--- src/rtl/core/dss_pkg.sv ---
// Shared types and constants for the disk seek scheduler.
// Depends on nothing; used by dss_pick and disk_seek_scheduler_core.
`default_nettype none
package dss_pkg;

  typedef enum logic [1:0] {
    POL_FCFS  = 2'd0,
    POL_SSTF  = 2'd1,
    POL_SCAN  = 2'd2,
    POL_CSCAN = 2'd3
  } policy_e;

  typedef enum logic [1:0] {
    REG_POLICY = 2'd0,
    REG_START  = 2'd1,
    REG_SWEEP  = 2'd2
  } cfg_reg_e;

  typedef enum logic [1:0] {
    ST_LOAD,
    ST_SCAN,
    ST_TAKE,
    ST_EMIT
  } state_e;

  localparam int unsigned SumW = 22;
  localparam logic [SumW-1:0] SumMax = {SumW{1'b1}};

endpackage
`default_nettype wire

--- src/rtl/core/disk_seek_scheduler_core.sv ---
// Top level of the disk seek scheduler: request ring, scan comparator
// and sequencer. Depends on dss_pkg, dss_cell and dss_pick.
//
// Usage: requests arrive on the in_* channel, one per cycle while loading.
// Up to MAX_REQUESTS tracks are kept; more are dropped. A request with
// last_request_i set closes the batch, and the block then emits one result
// per stored request on the out_* channel in the order of the configured
// policy, with step distance, saturating running total and a final mark.
// Each result takes one full rotation of the request ring past the
// comparator, a state to retire the chosen entry (ST_TAKE), and the output
// state (ST_EMIT). The result stays in its register while out_ready_i
// is low; the next scan starts once it is taken. New requests are accepted
// only after the final result of a batch has been taken.
// Configuration writes (cfg_*) are always taken; registers are meant to be
// changed only while the block is idle. Reset empties the ring, clears the
// registers to policy FCFS, start track 0, upward sweep.
`default_nettype none
module disk_seek_scheduler_core #(
  parameter int unsigned MAX_REQUESTS = 32,
  parameter int unsigned TRACK_BITS   = 16
) (
  input  wire                   clk_i,
  input  wire                   rst_ni,
  input  wire                   cfg_valid_i,
  output logic                  cfg_ready_o,
  input  wire  [1:0]            cfg_index_i,
  input  wire  [TRACK_BITS-1:0] cfg_data_i,
  input  wire                   in_valid_i,
  output logic                  in_ready_o,
  input  wire  [TRACK_BITS-1:0] track_i,
  input  wire                   last_request_i,
  output logic                  out_valid_o,
  input  wire                   out_ready_i,
  output logic [TRACK_BITS-1:0] served_track_o,
  output logic [TRACK_BITS-1:0] step_distance_o,
  output logic [21:0]           running_total_o,
  output logic                  last_served_o
);

  localparam int unsigned IdxW  = (MAX_REQUESTS > 1) ? $clog2(MAX_REQUESTS) : 1;
  localparam int unsigned CntW  = $clog2(MAX_REQUESTS + 1);
  localparam int unsigned WideW = ((TRACK_BITS > dss_pkg::SumW) ? TRACK_BITS
                                   : dss_pkg::SumW) + 1;
  localparam logic [CntW-1:0] CntMax = CntW'(MAX_REQUESTS);
  localparam logic [IdxW-1:0] IdxLast = IdxW'(MAX_REQUESTS - 1);

  dss_pkg::state_e state_q, state_d;

  logic [1:0]            policy_q;
  logic [TRACK_BITS-1:0] start_q;
  logic                  sweep_down_q;
  logic [CntW-1:0]       count_q, emitted_q;
  logic [IdxW-1:0]       pos_q;
  logic [TRACK_BITS-1:0] head_q;
  logic [dss_pkg::SumW-1:0] sum_q;

  logic [TRACK_BITS-1:0] out_trk_q, out_dist_q;
  logic [dss_pkg::SumW-1:0] out_sum_q;
  logic                  out_last_q;

  logic [TRACK_BITS-1:0] cell_trk  [MAX_REQUESTS];
  logic                  cell_live [MAX_REQUESTS];

  logic                  in_acc, rot, pick_clear;
  logic [TRACK_BITS-1:0] best_trk, step;
  logic [IdxW-1:0]       best_idx;
  logic [WideW-1:0]      sum_wide;
  logic [dss_pkg::SumW-1:0] sum_next;
  logic [CntW-1:0]       emitted_next;

  assign cfg_ready_o = 1'b1;
  assign in_ready_o  = (state_q == dss_pkg::ST_LOAD);
  assign in_acc      = in_valid_i && in_ready_o;
  assign rot         = (state_q == dss_pkg::ST_SCAN);

  // configuration registers
  always_ff @(posedge clk_i or negedge rst_ni) begin
    if (!rst_ni) begin
      policy_q     <= dss_pkg::POL_FCFS;
      start_q      <= '0;
      sweep_down_q <= 1'b0;
    end else if (cfg_valid_i) begin
      unique case (cfg_index_i)
        dss_pkg::REG_POLICY: policy_q     <= cfg_data_i[1:0];
        dss_pkg::REG_START:  start_q      <= cfg_data_i;
        dss_pkg::REG_SWEEP:  sweep_down_q <= cfg_data_i[0];
        default: ;
      endcase
    end
  end

  // request ring: cell 0 is the head seen by the comparator
  for (genvar g = 0; g < MAX_REQUESTS; g++) begin : g_cell
    localparam int unsigned Nxt = (g + 1) % MAX_REQUESTS;
    dss_cell #(
      .TRACK_BITS(TRACK_BITS)
    ) u_cell (
      .clk_i      (clk_i),
      .rst_ni     (rst_ni),
      .rot_i      (rot),
      .nxt_track_i(cell_trk[Nxt]),
      .nxt_live_i (cell_live[Nxt]),
      .wr_i       (in_acc && (count_q < CntMax) && (count_q[IdxW-1:0] == IdxW'(g))),
      .wr_track_i (track_i),
      .clr_i      ((state_q == dss_pkg::ST_TAKE) && (best_idx == IdxW'(g))),
      .track_o    (cell_trk[g]),
      .live_o     (cell_live[g])
    );
  end

  assign pick_clear = (state_q != dss_pkg::ST_SCAN);

  dss_pick #(
    .TRACK_BITS(TRACK_BITS),
    .IDX_W     (IdxW)
  ) u_pick (
    .clk_i       (clk_i),
    .rst_ni      (rst_ni),
    .clear_i     (pick_clear),
    .en_i        (rot),
    .track_i     (cell_trk[0]),
    .live_i      (cell_live[0]),
    .idx_i       (pos_q),
    .head_i      (head_q),
    .start_i     (start_q),
    .policy_i    (policy_q),
    .sweep_down_i(sweep_down_q),
    .best_track_o(best_trk),
    .best_idx_o  (best_idx)
  );

  // step distance and saturating total
  always_comb begin
    step     = (best_trk > head_q) ? best_trk - head_q : head_q - best_trk;
    sum_wide = WideW'(sum_q) + WideW'(step);
    sum_next = (sum_wide > WideW'(dss_pkg::SumMax)) ? dss_pkg::SumMax
               : sum_wide[dss_pkg::SumW-1:0];
    emitted_next = emitted_q + CntW'(1);
  end

  // sequencer
  always_comb begin
    state_d = state_q;
    unique case (state_q)
      dss_pkg::ST_LOAD: if (in_acc && last_request_i) state_d = dss_pkg::ST_SCAN;
      dss_pkg::ST_SCAN: if (pos_q == IdxLast) state_d = dss_pkg::ST_TAKE;
      dss_pkg::ST_TAKE: state_d = dss_pkg::ST_EMIT;
      dss_pkg::ST_EMIT: begin
        if (out_ready_i) begin
          state_d = out_last_q ? dss_pkg::ST_LOAD : dss_pkg::ST_SCAN;
        end
      end
      default: state_d = dss_pkg::ST_LOAD;
    endcase
  end

  always_ff @(posedge clk_i or negedge rst_ni) begin
    if (!rst_ni) begin
      state_q   <= dss_pkg::ST_LOAD;
      count_q   <= '0;
      emitted_q <= '0;
      pos_q     <= '0;
      head_q    <= '0;
      sum_q     <= '0;
    end else begin
      state_q <= state_d;
      unique case (state_q)
        dss_pkg::ST_LOAD: begin
          if (in_acc) begin
            if (count_q < CntMax) count_q <= count_q + CntW'(1);
            if (last_request_i) begin
              head_q    <= start_q;
              sum_q     <= '0;
              emitted_q <= '0;
              pos_q     <= '0;
            end
          end
        end
        dss_pkg::ST_SCAN: begin
          pos_q <= (pos_q == IdxLast) ? '0 : pos_q + IdxW'(1);
        end
        dss_pkg::ST_TAKE: begin
          head_q    <= best_trk;
          sum_q     <= sum_next;
          emitted_q <= emitted_next;
        end
        dss_pkg::ST_EMIT: begin
          if (out_ready_i && out_last_q) count_q <= '0;
        end
        default: ;
      endcase
    end
  end

  // result register
  always_ff @(posedge clk_i) begin
    if (state_q == dss_pkg::ST_TAKE) begin
      out_trk_q  <= best_trk;
      out_dist_q <= step;
      out_sum_q  <= sum_next;
      out_last_q <= (emitted_next == count_q);
    end
  end

  assign out_valid_o     = (state_q == dss_pkg::ST_EMIT);
  assign served_track_o  = out_trk_q;
  assign step_distance_o = out_dist_q;
  assign running_total_o = out_sum_q;
  assign last_served_o   = out_last_q;

endmodule
`default_nettype wire

--- src/rtl/core/dss_cell.sv ---
// One cell of the request ring: a track and its pending flag.
// Depends on nothing; instantiated by disk_seek_scheduler_core.
`default_nettype none
module dss_cell #(
  parameter int unsigned TRACK_BITS = 16
) (
  input  wire                   clk_i,
  input  wire                   rst_ni,
  input  wire                   rot_i,
  input  wire  [TRACK_BITS-1:0] nxt_track_i,
  input  wire                   nxt_live_i,
  input  wire                   wr_i,
  input  wire  [TRACK_BITS-1:0] wr_track_i,
  input  wire                   clr_i,
  output logic [TRACK_BITS-1:0] track_o,
  output logic                  live_o
);

  logic [TRACK_BITS-1:0] track_q;
  logic                  live_q;

  // pending flag: load sets, service clears, rotation hands it on
  always_ff @(posedge clk_i or negedge rst_ni) begin
    if (!rst_ni) begin
      live_q <= 1'b0;
    end else if (wr_i) begin
      live_q <= 1'b1;
    end else if (clr_i) begin
      live_q <= 1'b0;
    end else if (rot_i) begin
      live_q <= nxt_live_i;
    end
  end

  always_ff @(posedge clk_i) begin
    if (wr_i) begin
      track_q <= wr_track_i;
    end else if (rot_i) begin
      track_q <= nxt_track_i;
    end
  end

  assign track_o = track_q;
  assign live_o  = live_q;

endmodule
`default_nettype wire

--- src/rtl/core/dss_pick.sv ---
// Scan comparator: watches the ring head over one pass and keeps the
// best candidate for the policy. Depends on dss_pkg.
`default_nettype none
module dss_pick #(
  parameter int unsigned TRACK_BITS = 16,
  parameter int unsigned IDX_W      = 5
) (
  input  wire                   clk_i,
  input  wire                   rst_ni,
  input  wire                   clear_i,
  input  wire                   en_i,
  input  wire  [TRACK_BITS-1:0] track_i,
  input  wire                   live_i,
  input  wire  [IDX_W-1:0]      idx_i,
  input  wire  [TRACK_BITS-1:0] head_i,
  input  wire  [TRACK_BITS-1:0] start_i,
  input  wire  [1:0]            policy_i,
  input  wire                   sweep_down_i,
  output logic [TRACK_BITS-1:0] best_track_o,
  output logic [IDX_W-1:0]      best_idx_o
);

  logic                  a_have_q, b_have_q;
  logic [TRACK_BITS-1:0] a_trk_q, b_trk_q, a_dist_q;
  logic [IDX_W-1:0]      a_idx_q, b_idx_q;
  logic [TRACK_BITS-1:0] span;
  logic                  in_a, in_b, take_a, take_b, sweep;

  // slot A: FCFS / SSTF / first leg of a sweep; slot B: second leg
  always_comb begin
    span   = (track_i > head_i) ? track_i - head_i : head_i - track_i;
    sweep  = (policy_i == dss_pkg::POL_SCAN) || (policy_i == dss_pkg::POL_CSCAN);
    in_a   = 1'b0;
    in_b   = 1'b0;
    take_a = 1'b0;
    take_b = 1'b0;
    case (policy_i)
      dss_pkg::POL_FCFS: begin
        in_a   = 1'b1;
        take_a = !a_have_q;
      end
      dss_pkg::POL_SSTF: begin
        in_a   = 1'b1;
        take_a = !a_have_q || (span < a_dist_q);
      end
      default: begin
        if (!sweep_down_i) begin
          in_a   = (track_i >= start_i);
          in_b   = !in_a;
          take_a = !a_have_q || (track_i < a_trk_q);
          take_b = !b_have_q || ((policy_i == dss_pkg::POL_CSCAN) ?
                   (track_i < b_trk_q) : (track_i > b_trk_q));
        end else begin
          in_a   = (track_i <= start_i);
          in_b   = !in_a;
          take_a = !a_have_q || (track_i > a_trk_q);
          take_b = !b_have_q || ((policy_i == dss_pkg::POL_CSCAN) ?
                   (track_i > b_trk_q) : (track_i < b_trk_q));
        end
      end
    endcase
    take_a = take_a && in_a && live_i && en_i;
    take_b = take_b && in_b && live_i && en_i && sweep;
  end

  always_ff @(posedge clk_i or negedge rst_ni) begin
    if (!rst_ni) begin
      a_have_q <= 1'b0;
      b_have_q <= 1'b0;
    end else if (clear_i) begin
      a_have_q <= 1'b0;
      b_have_q <= 1'b0;
    end else begin
      if (take_a) a_have_q <= 1'b1;
      if (take_b) b_have_q <= 1'b1;
    end
  end

  always_ff @(posedge clk_i) begin
    if (take_a) begin
      a_trk_q  <= track_i;
      a_dist_q <= span;
      a_idx_q  <= idx_i;
    end
    if (take_b) begin
      b_trk_q <= track_i;
      b_idx_q <= idx_i;
    end
  end

  assign best_track_o = a_have_q ? a_trk_q : b_trk_q;
  assign best_idx_o   = a_have_q ? a_idx_q : b_idx_q;

endmodule
`default_nettype wire
--- config.mk ---
export PLATFORM = sky130hd
export DESIGN_NAME = disk_seek_scheduler_core
export DESIGN_NICKNAME = d
export VERILOG_FILES = /design/src/rtl/core/dss_pkg.sv /design/src/rtl/core/disk_seek_scheduler_core.sv /design/src/rtl/core/dss_cell.sv /design/src/rtl/core/dss_pick.sv
export SDC_FILE = /design/constraint.sdc
export NUM_CORES = 1
export LEC_CHECK = 0
export ABC_AREA = 1
export BUFFER_PORTS_ARGS = -buffer_cell sky130_fd_sc_hd__buf_2
export CORE_ASPECT_RATIO = 1.75
export CORE_MARGIN = 5
export CORE_UTILIZATION = 30
export DETAILED_ROUTE_END_ITERATION = 8
export MAX_ROUTING_LAYER = met4
export SLEW_MARGIN = 20
export SYNTH_ARGS = -nofsm -noshare
export SYNTH_HDL_FRONTEND = slang
export SYNTH_SLANG_ARGS = --single-unit
export TNS_END_PERCENT = 5
--- constraint.sdc ---
create_clock -name clk_i -period 5.86 [get_ports clk_i]
set_input_delay 0.293 -clock clk_i [delete_from_list [all_inputs] [get_ports clk_i]]
set_output_delay 0.293 -clock clk_i [all_outputs]
set_load 0.02 [all_outputs]
# --- After elaboration in Yosys (flattened, before gate mapping) ---
# Cells that the tools add are included.
totals:
  in_bits: 40
  regBits: 735
classes:
  n_eq_ne: 80
  addsub: 8
  magnitude_cmp: 11
  muxes: 201
  n_reduce_logical: 167
ops:
  columns: ["op", "n"]
  rows:
  - ["$mux W16", 69]
  - ["$eq A5 B5 Y1 const B", 33]
  - ["$mux W1", 110]
  - ["$reduce_bool A3 Y1", 32]
  - ["$eq A5 B4 Y1 const B", 16]
  - ["$logic_and A1 B1 Y1", 75]
  - ["$reduce_bool A2 Y1", 37]
  - ["$mux W22", 3]
  - ["$gt A16 B16 Y1", 4]
  - ["$sub A16 B16 Y16", 4]
  - ["$lt A16 B16 Y1", 3]
  - ["$pmux W22 S2", 1]
  - ["$eq A5 B3 Y1 const B", 8]
  - ["$pmux W16 S2", 1]
  - ["$mux W6", 5]
  - ["$pmux W6 S2", 2]
  - ["$add A22 B16 Y23", 1]
  - ["$gt A23 B22 Y1 const B", 1]
  - ["$eq A5 B2 Y1 const B", 4]
  - ["$mux W5", 4]
  - ["$ge A16 B16 Y1", 1]
  - ["$le A16 B16 Y1", 1]
  - ["$ne A2 B1 Y1 const B", 7]
  - ["$add A6 B1 Y6 const B", 2]
  - ["other kinds (19)", 43]

# --- Logic depth before layout (Yosys ltp) ---
# Gate-level depths: netlist of the first run.
logic_depth:
  depth_word: 11
  ltp_mapped: 34

# --- Cells and area by module ---
# Synthesis of the first run repeated with hierarchy kept, for this count alone.
hier_totals:
  hier_cells: 4417
  hier_area_um2: 39579.2
modules_own_cells:
  columns: ["mod", "cells_each", "instances", "area_per_inst_um2", "seq_area_each_um2"]
  rows:
  - ["dss_cell", 77, 32, 777.0, 505.5]
  - ["disk_seek_scheduler_core", 1213, 1, 8989.9, 3553.4]
  - ["dss_pick", 740, 1, 5725.5, 1791.7]

# --- Worst setup path after synthesis of the first run ---
# No wires, ideal clock.
synth_path:
  path_kind: "reg2reg"
  startpoint: "reg g_cell[0].u_cell.track_q[0]"
  endpoint: "reg u_pick.a_dist_q[0], enable pin"
  arrival_time_ns: 4.765
  path_stages_with_launch: 27
  path_buffers: 1
  setup_time_ns: 0.444
  path_slack_ns: 0.651
  synth_period_minus_slack_ns: 5.209
  required_time_ns: 5.416
  path_cell_list: "edfxtp_1 inv_1 ha_1 inv_1 fa_1 nand3_1 nand2_1 nand2_1 nand3_2 nand2_1 o211ai_2 nand2_4 buf_6 nand2_1 nand2_1 inv_1 ha_1 a21oi_1 o21a_1 nand2_1 nand2_1 nand2_1 nand2_1 nand2_1 nand2_1 nand2_1 a21oi_1"
synth_via:
  elab_chain_len: 8
  word_cells_on_any_way: 19
synth_lines:
  columns: ["element", "line_no", "text"]
  rows:
  - ["start, declared", "dss_cell.sv:19", "logic [TRACK_BITS-1:0] track_q;"]
  - ["start signal, assigned", "dss_cell.sv:37", "track_q <= wr_track_i;"]
  - ["start signal, assigned", "dss_cell.sv:39", "track_q <= nxt_track_i;"]
  - ["$sub A16 B16 Y16 / $gt A16 B16 Y1 (equally long branches)", "dss_pick.sv:31", "span = (track_i > head_i) ? track_i - head_i : head_i - track_i;"]
  - ["$mux W16 *", "dss_pick.sv:31", null]
  - ["net u_pick.span[7]", "dss_pick.sv:26", "logic [TRACK_BITS-1:0] span;"]
  - ["$lt A16 B16 Y1 *", "dss_pick.sv:44", "take_a = !a_have_q || (span < a_dist_q);"]
  - ["$logic_or A1 B1 Y1 *", "dss_pick.sv:44", null]
  - ["$pmux W1 S2 *", "dss_pick.sv:37", "case (policy_i)"]
  - ["$logic_and A1 B1 Y1 * (3 in series)", "dss_pick.sv:62", "take_a = take_a && in_a && live_i && en_i;"]
  - ["net u_pick.take_a", "dss_pick.sv:27", "logic in_a, in_b, take_a, take_b, sweep;"]
  - ["end signal, assigned", "dss_pick.sv:82", "a_dist_q <= span;"]
  - ["end, declared", "dss_pick.sv:24", "logic [TRACK_BITS-1:0] a_trk_q, b_trk_q, a_dist_q;"]
# Mark *: on every way through the listed nets, which the timed path passes. The rest lies on a longest branch.
# A chain may end at the register's enable or synchronous reset.

# --- Final worst setup path of the first run ---
layout_path:
  startpoint: "reg g_cell[0].u_cell.track_q[0]"
  endpoint: "reg u_pick.a_dist_q[11], enable pin"
# Same word-level chain as after synthesis.

==> flow_summary_export.csv, run 1 <==
group,metric,value,unit
global_route,grt_usage,15.0,%
finish,layout_common_cells,"nand2_1 (1117), edfxtp_1 (625), o21ai_0 (495)",
critical_path,start_kind,"flip-flop",
synthesis,yosys.area.top_type_share,51.1,%
clock_network,clock_path_buffers,3,
global_route,grt_pass1_wl,150,mm
die,die-area,130000,sq um
sta,fin_crit,5.31,ns
routing,vias_per_cell,4.77,
placed_design,post-dp-hpwl,69.1,mm
power,ir_worst_vdd,350,uV
synthesis,netlist_top_cells_area,"edfxtp_1 (51%), nand2_1 (11%), dfrtp_1 (7.5%)",
finish,drive_above_1_share,8.60,%
synthesis,yosysWarningCount,0,
routing,wirelength,96.6,mm
critical_path,cp-end-kind,"flip-flop",
placed_design,portBuffers,96,
synthesis,synthCells,3763,
sta,finClkSkew,0.0141,ns
power,leakagePower,17.9,nW
synthesis,syn_area_per_cell,9.76,sq um
clock_network,cts.sinks,735,
critical_path,crit_required,6.19,ns
synthesis,synth_cell_types,58,
critical_path,path_class,"flip-flop to flip-flop",
routing,via_count,26200,
sta,setup_viol,0,
placed_design,place.gp.congestion,0.936,
sta,slew_headroom,34.0,%
routing,drt_iter0_drc,1794,
routing,wl_per_cell,17.6,um
die,die_y,473,um
finish,fin_nets,4012,
synthesis,ys_async_sr_fraction,15.0,%
power,p_switching,10.4,mW
synthesis,ys.flop_type,"edfxtp_1",
sta,hold_viol_final,0,
global_route,grt_overflow,0,
die,num_rows,169,
outcome,status,"complete, no violations",
clock_network,path_clk_slew,0.06,ns
finish,layout_commonest_cell,"nand2_1",
run,cap_violations,0,
sta,worst_pin_slew,0.991,ns
die,start_util,30.2,%
critical_path,arrival,5.63,ns
critical_path,critPathMaxStageDelay,0.56,ns
critical_path,crit_top_cell,"nand2_1",
routing,postRouteAntennaNets,0,
synthesis,synth_area,36700,sq um
clock_network,cts_max_level,3,
clock_network,cts_root_buf,"clkbuf_16",
sta,rsz0062_at_grt,"no",
synthesis,syn_nets,3965,
clock_network,cts_buffers,78,
synthesis,synth-seq-cells,735,
min_path,hp-class,"input pin to flip-flop",
critical_path,crit_path_max_fanout,22,
die,die_w,274,um
global_route,antenna_found_initial,2,
synthesis,synth_edf_count,625,
power,clockPowerShare,20.2,%
global_route,grt_max_degree,60,
placed_design,post-place-ws,0.383,ns
sta,tns,0,ns
critical_path,slowest_stage,"edfxtp_1",
power,p_seq_share,36.7,%
clock_network,cts_tree,"done",
power,power_density,600,nW/um^2
synthesis,yosysTopAreaCell,"edfxtp_1",
routing,drc_errors,0,
sta,report.final.slew_viol_count,0,
sta,period_share,90.5,%
clock_network,clkLatencyLatePin,0.63,ns
power,sw_frac_of_total,41.8,%
die,core_area,121000,sq um
global_route,grt_pass1_vias,26100,
finish,syn2layout_area_growth,12.5,%
sta,setup_ws,0.554,ns
die,ioPinCount,98,
sta,max_freq,188,MHz
synthesis,ys_seq_area_share,58.6,%
power,pwr-share-comb,43.1,%
routing,firstDrtPassIters,5,
power,power.internal,14.4,mW
critical path, delay by kind of cell, from the launching register on:
family                     cells  cell delay (ns)
AOI/OAI and AO/OA              3             0.85
adders and majority gates      3             1.04
buffers and inverters          5             0.87
DFF                            1             0.56
and+or+nand+nor               15             1.65
registers in the layout (all words and copies together), names as in the netlist, 2 cells and up:
name                   cells
g_cell.u_cell.track_o    512
g_cell.u_cell.live_o      32
running_total_o           22
sum_q                     22
head_q                    16
served_track_o            16
start_q                   16
step_distance_o           16
u_pick.a_dist_q           16
u_pick.a_trk_q            16
u_pick.b_trk_q            16
count_q                    6
emitted_q                  6
pos_q                      5
u_pick.a_idx_q             5
u_pick.b_idx_q             5
policy_q                   2
state_q                    2
cells by family (layout without fill, tap and decap cells):
| kind of cell | Yosys count | in the layout | synth area share, % |
|---|---|---|---|
| xor gates and xnor gates | 71 | 71 | 1.69 |
| AOI/OAI and AO/OA | 831 | 831 | 11.7 |
| muxes | 1 | 1 | 0.0273 |
| buffers and inverters | 504 | 614 | 5.95 |
| other | 1 | 2 | 0.0102 |
| and+or+nand+nor | 1458 | 1458 | 16.4 |
| adders and majority gates | 162 | 162 | 5.62 |
| DFF | 735 | 735 | 58.6 |
synth_stat cells (3+ instances only):
cell,n
nor2_1,130
buf_4,5
inv_2,3
nand2_1,1117
fa_1,5
buf_1,4
clkbuf_1,106
o21ai_2,9
nor2_8,3
buf_2,48
a21boi_0,3
a21oi_1,117
nand4_1,8
nand3_2,7
inv_1,306
o22ai_1,6
or2_1,7
xnor2_1,13
o21bai_1,8
o21ai_1,174
nor2_2,7
nand2_4,16
a21o_1,4
nand3_1,102
nand2_2,25
o21a_1,5
o21ai_0,495
nor4_1,3
nand3b_1,3
xor2_1,58
edfxtp_1,625
a211oi_1,3
buf_6,23
dfrtp_1,110
ha_1,157
nor3_1,22
stage by stage:
stage               cell area [sq um]  hold WS, ns  utilization [%]  total power, mW  cells
floorplan                       36700     -0.00259                -             16.4   3763
global placement                38600        0.420             31.8             19.7   5334
detailed placement              38600        0.421             31.8             19.8   5334
CTS                             41300       0.0159             34.0             24.9   5497
global route                    41300       0.0577             34.0             26.6   5498
finish                          41300       0.0863             34.0             24.8   5498
layout make-up:
cell class,instances,area (sq um)
multi-input cells,2524,13000
clock inverters,37,370
diodes,1,2.50
fillers,12400,80100
flip-flops and latches,735,21500
clock buffers,106,2180
well taps,1624,2030
inverters,315,1190
repair buffers,156,996
routing by layer:
layer / vias up / GRT usage [%] / part of all wire (%)
met5: - / - / 0
met4: 0 / 7.34 / 5.5
met3: 262 / 2.18 / 4.3
met2: 662 / 26.6 / 51
met1: 12500 / 16.4 / 40
li1: 12800 / - / -
path summary, 6_finish.rpt:
path	end	cells past startpoint	slack [ns]	startpoint
max in group asynchronous	g_cell[17].u_cell.live_o	3	4.21	rst_ni
hold / removal	sweep_down_q	4	0.09	cfg_valid_i
setup reg to reg	u_pick.a_dist_q[11]	26	0.55	g_cell[0].u_cell.track_o[0]
min in group asynchronous	sum_q[3]	2	0.31	rst_ni
setup / recovery	u_pick.a_dist_q[11]	26	0.55	g_cell[0].u_cell.track_o[0]
hold reg to reg	head_q[15]	2	0.49	head_q[15]
power groups by stage:
stage | Combinational [mW] | Clock, mW | Sequential (mW)
3_5_place_dp | 10.7 | 0 | 9.17
5_1_grt | 12.0 | 5.34 | 9.24
3_3_place_gp | 10.5 | 0 | 9.18
4_1_cts | 10.7 | 5.11 | 9.11
2_1_floorplan | 7.41 | 0 | 9.01
6_report | 10.7 | 5.00 | 9.10
timing repair:
action                                 in CTS  in global routing
resized for setup                           0                  0
endpoints found under the hold margin      70                  0
hold buffers                               20                  0
setup buffers                               0                  0
No activity file was read; power rests on OpenSTA's default activity.
==> run 2, diff against run 1 <==
--- a/config.mk
+++ b/config.mk
@@ -5,7 +5,6 @@
 export SDC_FILE = /design/constraint.sdc
 export NUM_CORES = 1
 export LEC_CHECK = 0
-export ABC_AREA = 1
 export BUFFER_PORTS_ARGS = -buffer_cell sky130_fd_sc_hd__buf_2
 export CORE_ASPECT_RATIO = 1.75
 export CORE_MARGIN = 5
==> run 2 against run 1 <==
Against the previous run: fmax is 4.6% lower; register-to-register slack worse by 0.26 ns; setup slack worse by 0.26 ns; first-iteration DRC count is 24% lower; final area is 2.0% higher; combinational power is 7% higher; largest power group unchanged; routed wire length is 6.8% lower; clock skew is 0.022 ns higher; power is 6.3% higher.
==> flow_summary_export.csv, run 2 <==
group,metric,value,unit
outcome,status,"complete, no violations",
synthesis,yosysWarningCount,0,
global_route,antenna_found_initial,6,
power,leakagePower,16.0,nW
synthesis,syn_nets,2902,
synthesis,synth_area,36700,sq um
synthesis,yosys-top-cells-count,"edfxtp_1 (625), mux2_2 (534), nand2_1 (162), ha_1 (157), inv_1 (150)",
sta,period_share,95.0,%
power,pwr-share-comb,43.4,%
synthesis,synth_edf_count,625,
clock_network,clock_path_buffers,3,
run,cap_violations,0,
critical_path,crit_path_max_fanout,14,
sta,worst_pin_slew,0.966,ns
synthesis,netlist_top_cells_area,"edfxtp_1 (51%), mux2_2 (16%), dfrtp_1 (7.5%)",
clock_network,cts.sinks,735,
synthesis,yosysMostFrequentCell,"edfxtp_1",
finish,layout_commonest_cell,"edfxtp_1",
critical_path,crit_family,"compound AO/OA/AOI/OAI gates",
clock_network,cts_root_buf,"clkbuf_16",
global_route,grt_overflow,0,
critical_path,critPathMaxStageDelay,0.47,ns
min_path,hp-class,"input pin to flip-flop",
finish,syn2layout_area_growth,14.7,%
placed_design,portBuffers,96,
power,p_switching,9.88,mW
routing,wirelength,90.1,mm
critical_path,crit_required,6.45,ns
critical_path,start_kind,"flip-flop",
clock_network,cts_buffers,79,
clock_network,path_clk_slew,0.07,ns
critical_path,path_class,"flip-flop to flip-flop",
synthesis,ys.flop_type,"edfxtp_1",
die,die_y,473,um
sta,max_freq,180,MHz
clock_network,cts_tree,"done",
sta,fin_crit,5.56,ns
critical_path,path_buf_inv,3,
finish,fin_nets,3017,
global_route,grt_pass1_vias,22700,
routing,wl_per_cell,19.9,um
routing,postRouteAntennaNets,0,
critical_path,cp_cell_sequence,"mux2i_1 -> ha_1 -> inv_1 -> fa_1 -> a21o_1 -> a21oi_1 -> o21ai_1 -> a31oi_1 -> o22ai_4 -> buf_4 -> and3_1 -> a2111oi_2 -> a311oi_1 -> ha_1 -> and2_1 -> nand3_1 -> nor2_1 -> o211ai_2 -> a311o_1 -> buf_4 -> o21ai_0 -> a22o_1",
routing,firstDrtPassIters,5,
critical_path,arrival,6.15,ns
placed_design,post-dp-hpwl,64.1,mm
power,power.internal,16.5,mW
global_route,grt_usage,14.0,%
synthesis,yosysTopAreaCell,"edfxtp_1",
clock_network,cts_max_level,3,
sta,hold_viol_final,0,
sta,rsz0062_at_grt,"yes",
sta,setup_ws,0.295,ns
routing,via_count,21900,
power,clockPowerShare,19.8,%
routing,drt_iter0_drc,1367,
finish,largest_register_ffs,512,
clock_network,clkLatencyLatePin,0.65,ns
synthesis,yosys.area.top_type_share,51.1,%
synthesis,synth-seq-cells,735,
routing,drc_errors,0,
synthesis,ys_seq_area_share,58.6,%
global_route,grt_max_degree,67,
sta,slew_headroom,35.6,%
die,start_util,30.1,%
sta,report.final.slew_viol_count,0,
finish,drive_above_1_share,29.7,%
power,sw_frac_of_total,37.5,%
synthesis,synth_cell_types,84,
die,num_rows,170,
finish,layout_common_cells,"edfxtp_1 (625), mux2_2 (534), nand2_1 (162)",
placed_design,post-place-ws,0.0657,ns
synthesis,ys_async_sr_fraction,15.0,%
sta,tns,0,ns
routing,vias_per_cell,4.85,
power,ir_worst_vdd,322,uV
synthesis,syn_area_per_cell,13.6,sq um
placed_design,place.gp.congestion,0.894,
die,core_area,122000,sq um
die,ioPinCount,98,
global_route,grt_pass1_wl,138,mm
sta,finClkSkew,0.0356,ns
critical_path,cp-end-kind,"flip-flop",
critical_path,slowest_stage,"dfrtp_1",
power,total_power,26.3,mW
power,p_seq_share,36.7,%
power,power_density,625,nW/um^2
sta,setup_viol,0,
synthesis,synthCells,2700,
die,die-area,130000,sq um
die,die_w,275,um
==> run 2: cell count changes after synthesis, sizes merged, moves of 40 or more <==
cell / before / now
a21o: 4 / 54
mux2i: 1 / 71
nand3: 110 / 31
o21ai: 678 / 109
nand2: 1158 / 163
inv: 312 / 150
nor2: 141 / 94
xor2: 58 / 18
mux2: 0 / 535
==> run 2: repair_timing <==
item / 4_1_cts / 5_1_grt
hold buffers: 17 / 0
endpoints found under the setup margin: 0 / 34
resized for setup: 0 / 2
buffers inserted: 0 / 2
endpoints found under the hold margin: 63 / 0
==> run 2: stage by stage <==
stage                     cell area (sq um)  instances  hold WS (ns)  util, %
final                                 42200       4521        0.0587     34.5
after global routing                  42100       4519        0.0352     34.5
after CTS                             42100       4512       0.00265     34.5
after detailed placement              39200       4348         0.361     32.1
after global placement                39200       4348         0.358     32.1
after floorplan                       36800       2700      -0.00259        -
==> run 2: path summary, 6_finish.rpt <==
check	start	end	slack (ns)	depth (start not counted)
worst max-delay path	u_pick.a_have_q	sum_q[7]	0.30	22
worst max register to register	u_pick.a_have_q	sum_q[7]	0.30	22
worst min-delay path	in_valid_i	count_q[4]	0.06	3
min in group asynchronous	rst_ni	start_q[8]	0.21	2
max in group asynchronous	rst_ni	g_cell[30].u_cell.live_o	4.24	3
worst min register to register	emitted_q[5]	emitted_q[5]	0.50	1
==> run 2: cell type report <==
| class | count | area (sq um) |
|---|---|---|
| clock inverters | 46 | 603 |
| diodes | 6 | 15.0 |
| inverters | 151 | 567 |
| flip-flops and latches | 735 | 21500 |
| fillers | 12000 | 79900 |
| well taps | 1634 | 2040 |
| multi-input cells | 1662 | 14100 |
| clock buffers | 101 | 2100 |
| repair buffers | 186 | 1250 |
==> run 2: power by group through the flow <==
stage	Sequential, mW	Combinational (mW)	Clock (mW)
after floorplan	9.59	7.92	0
after global placement	9.77	11.3	0
after detailed placement	9.77	11.4	0
after CTS	9.70	11.5	5.37
after global routing	9.86	12.6	5.58
final	9.68	11.4	5.22
==> run 2: cells by family after synthesis <==
kind of cell,count (synthesis),share of synthesized area (%)
flip-flops,735,58.6
AND/OR/NAND/NOR,422,5.46
AO/OA/AOI/OAI,414,7.29
multiplexers,606,18.3
adder cells (fa/ha/maj),162,5.62
other,1,0.0102
XOR/XNOR,57,1.36
buffers and inverters,303,3.35
==> run 2: layer usage <==
metal | vias up | GRT usage (%) | part of all wire (%)
li1 | 10300 | - | -
met1 | 11000 | 15.9 | 40
met2 | 439 | 25.0 | 53
met3 | 165 | 1.66 | 3.5
met4 | 0 | 5.97 | 4.0
met5 | - | - | 0
==> run 2: worst register-to-register path, stage by stage, from the launching register on <==
cell and delay, ns:
dfrtp_1 0.47, mux2i_1 0.33, ha_1 0.23, inv_1 0.06
fa_1 0.42, a21o_1 0.18, a21oi_1 0.21, o21ai_1 0.19
a31oi_1 0.37, o22ai_4 0.19, buf_4 0.23, and3_1 0.17
a2111oi_2 0.34, a311oi_1 0.15, ha_1 0.34, and2_1 0.17
nand3_1 0.12, nor2_1 0.20, o211ai_2 0.20, a311o_1 0.45
buf_4 0.21, o21ai_0 0.13, a22o_1 0.17
==> run 3, diff against run 2 <==
--- a/config.mk
+++ b/config.mk
@@ -5,11 +5,11 @@
 export SDC_FILE = /design/constraint.sdc
 export NUM_CORES = 1
 export LEC_CHECK = 0
-export BUFFER_PORTS_ARGS = -buffer_cell sky130_fd_sc_hd__buf_2
 export CORE_ASPECT_RATIO = 1.75
 export CORE_MARGIN = 5
 export CORE_UTILIZATION = 30
 export DETAILED_ROUTE_END_ITERATION = 8
+export DONT_BUFFER_PORTS = 1
 export MAX_ROUTING_LAYER = met4
 export SLEW_MARGIN = 20
 export SYNTH_ARGS = -nofsm -noshare
==> run 3 against run 2 <==
Against the previous run: sequential power up 2.3%; setup slack worse by 0.00071 ns; final cell count down 1.9%; global-route usage up 0.18 points; worst hold slack worse by 0.014 ns; clock skew down 0.0050 ns; critical path type unchanged.
==> flow_summary_export.csv, run 3 (synthesis results as in run 2) <==
group,metric,value,unit
finish,largest_register_ffs,512,
routing,drc_errors,0,
finish,syn2layout_area_growth,14.2,%
routing,firstDrtPassIters,5,
clock_network,postCtsSetupRepairBufs,0,
placed_design,portBuffers,0,
sta,setup_viol,0,
global_route,grt_usage,14.2,%
power,leakagePower,15.8,nW
critical_path,path_class,"flip-flop to flip-flop",
die,die_y,473,um
die,core_area,122000,sq um
clock_network,cts.sinks,735,
die,die-area,130000,sq um
sta,hold_viol_final,0,
placed_design,post-dp-hpwl,62.9,mm
global_route,grt_overflow,0,
die,ioPinCount,98,
sta,rsz0062_at_grt,"no",
sta,report.final.slew_viol_count,0,
outcome,status,"complete, no violations",
routing,wl_per_cell,20.6,um
critical_path,slowest_stage,"dfrtp_1",
sta,max_freq,180,MHz
global_route,grt_pass1_wl,139,mm
routing,via_count,21700,
sta,tns,0,ns
routing,postRouteAntennaNets,0,
run,cap_violations,0,
routing,drt_iter0_drc,1230,
placed_design,place.gp.congestion,0.911,
critical_path,start_kind,"flip-flop",
finish,layout_common_cells,"edfxtp_1 (625), mux2_2 (534), nand2_1 (162)",
power,power_density,620,nW/um^2
die,start_util,30.1,%
critical_path,path_buf_inv,2,
power,ir_worst_vdd,364,uV
placed_design,post-place-ws,0.111,ns
global_route,grt_pass1_vias,22600,
finish,layout_commonest_cell,"edfxtp_1",
critical_path,crit_required,6.25,ns
min_path,hp-class,"input pin to flip-flop",
critical_path,cp-end-kind,"flip-flop",
clock_network,cts_tree,"done",
sta,setup_ws,0.295,ns
clock_network,cts_max_level,3,
critical_path,critPathMaxStageDelay,0.42,ns
die,num_rows,170,
global_route,grt_max_degree,111,
critical_path,cp_cell_sequence,"buf_12 -> mux2i_1 -> inv_1 -> ha_1 -> nand4_1 -> nor4_4 -> or3_1 -> o22ai_4 -> mux2i_2 -> xnor2_1 -> ha_1 -> a21o_1 -> o32ai_1 -> nand2b_1 -> o31ai_2 -> o2bb2ai_1 -> nand4_1 -> xor2_1 -> nand2_1",
critical_path,crit_family,"compound AO/OA/AOI/OAI gates",
clock_network,clock_path_buffers,3,
critical_path,arrival,5.96,ns
clock_network,cts_root_buf,"clkbuf_16",
clock_network,clkLatencyLatePin,0.65,ns
routing,vias_per_cell,4.89,
die,die_w,275,um
finish,drive_above_1_share,27.7,%
global_route,antenna_found_initial,3,
power,total_power,26.0,mW
sta,fin_crit,5.57,ns
critical_path,crit_path_max_fanout,35,
clock_network,cts_buffers,78,
sta,slew_headroom,36.4,%
sta,whs,0.0445,ns
routing,wirelength,91.2,mm
sta,finClkSkew,0.0306,ns
finish,nFillCells,11900,
sta,period_share,95.0,%
clock_network,path_clk_slew,0.06,ns
finish,fin_nets,2937,
sta,worst_pin_slew,0.933,ns
[run 3: worst paths after layout]
check                           cells after the start             from                        to  slack [ns]
worst max-delay path                               19  u_pick.a_have_q       running_total_o[21]        0.29
worst min-delay path                                5       in_valid_i                  pos_q[2]        0.04
worst max register to register                     19  u_pick.a_have_q       running_total_o[21]        0.29
worst min register to register                      2       head_q[15]                head_q[15]        0.51
max in group asynchronous                           2           rst_ni  g_cell[18].u_cell.live_o        5.07
min in group asynchronous                           2           rst_ni                 head_q[3]        0.31
[run 3: worst register-to-register path, delay by kind of cell, from the launching register on]
| kind | cells | cell delay (ns) |
|---|---|---|
| xor+xnor | 2 | 0.33 |
| buf+inv | 2 | 0.34 |
| flops | 1 | 0.42 |
| fa+ha+maj | 2 | 0.73 |
| simple gates | 6 | 1.27 |
| compound gates | 5 | 1.48 |
| mux | 2 | 0.76 |
[run 3: metal layers]
metal / wire length [um] / GRT usage [%]
met1: 36400 / 16.0
met2: 48000 / 25.3
met3: 3520 / 2.16
met4: 3270 / 5.62
met5: 0 / -
[run 3: layout make-up]
| class | count | area [sq um] | area share (%) |
|---|---|---|---|
| sequential | 735 | 21500 | 51.3 |
| multi-input combinational | 1662 | 14100 | 33.5 |
| clock buffer | 88 | 2060 | 4.91 |
| tap | 1634 | 2040 | 4.87 |
| timing repair buffer | 107 | 1120 | 2.66 |
| clock inverter | 53 | 587 | 1.40 |
| inverter | 151 | 567 | 1.35 |
| antenna | 3 | 7.51 | 0.0179 |
[run 3: power by group]
part	leakage (nW)	switching (mW)	total (mW)	internal (mW)
Combinational	7.31	6.51	10.9	4.44
Clock	1.30	2.12	5.18	3.06
Sequential	7.18	1.08	9.90	8.82
Total	15.8	9.71	26.0	16.3
[run 3: per-stage QoR]
stage	instances	utilization, %	area (sq um)
3_5_place_dp	4250	31.7	38700
3_3_place_gp	4250	31.7	38700
5_1_grt	4433	34.4	42000
2_1_floorplan	2700	-	36800
6_report	4433	34.4	42000
4_1_cts	4430	34.4	41900
[run 3: repair_timing]
action | in CTS | in global routing
setup endpoints to repair | 0 | 42
hold endpoints to repair | 642 | 0
resized for setup | 0 | 6
hold buffers | 39 | 0
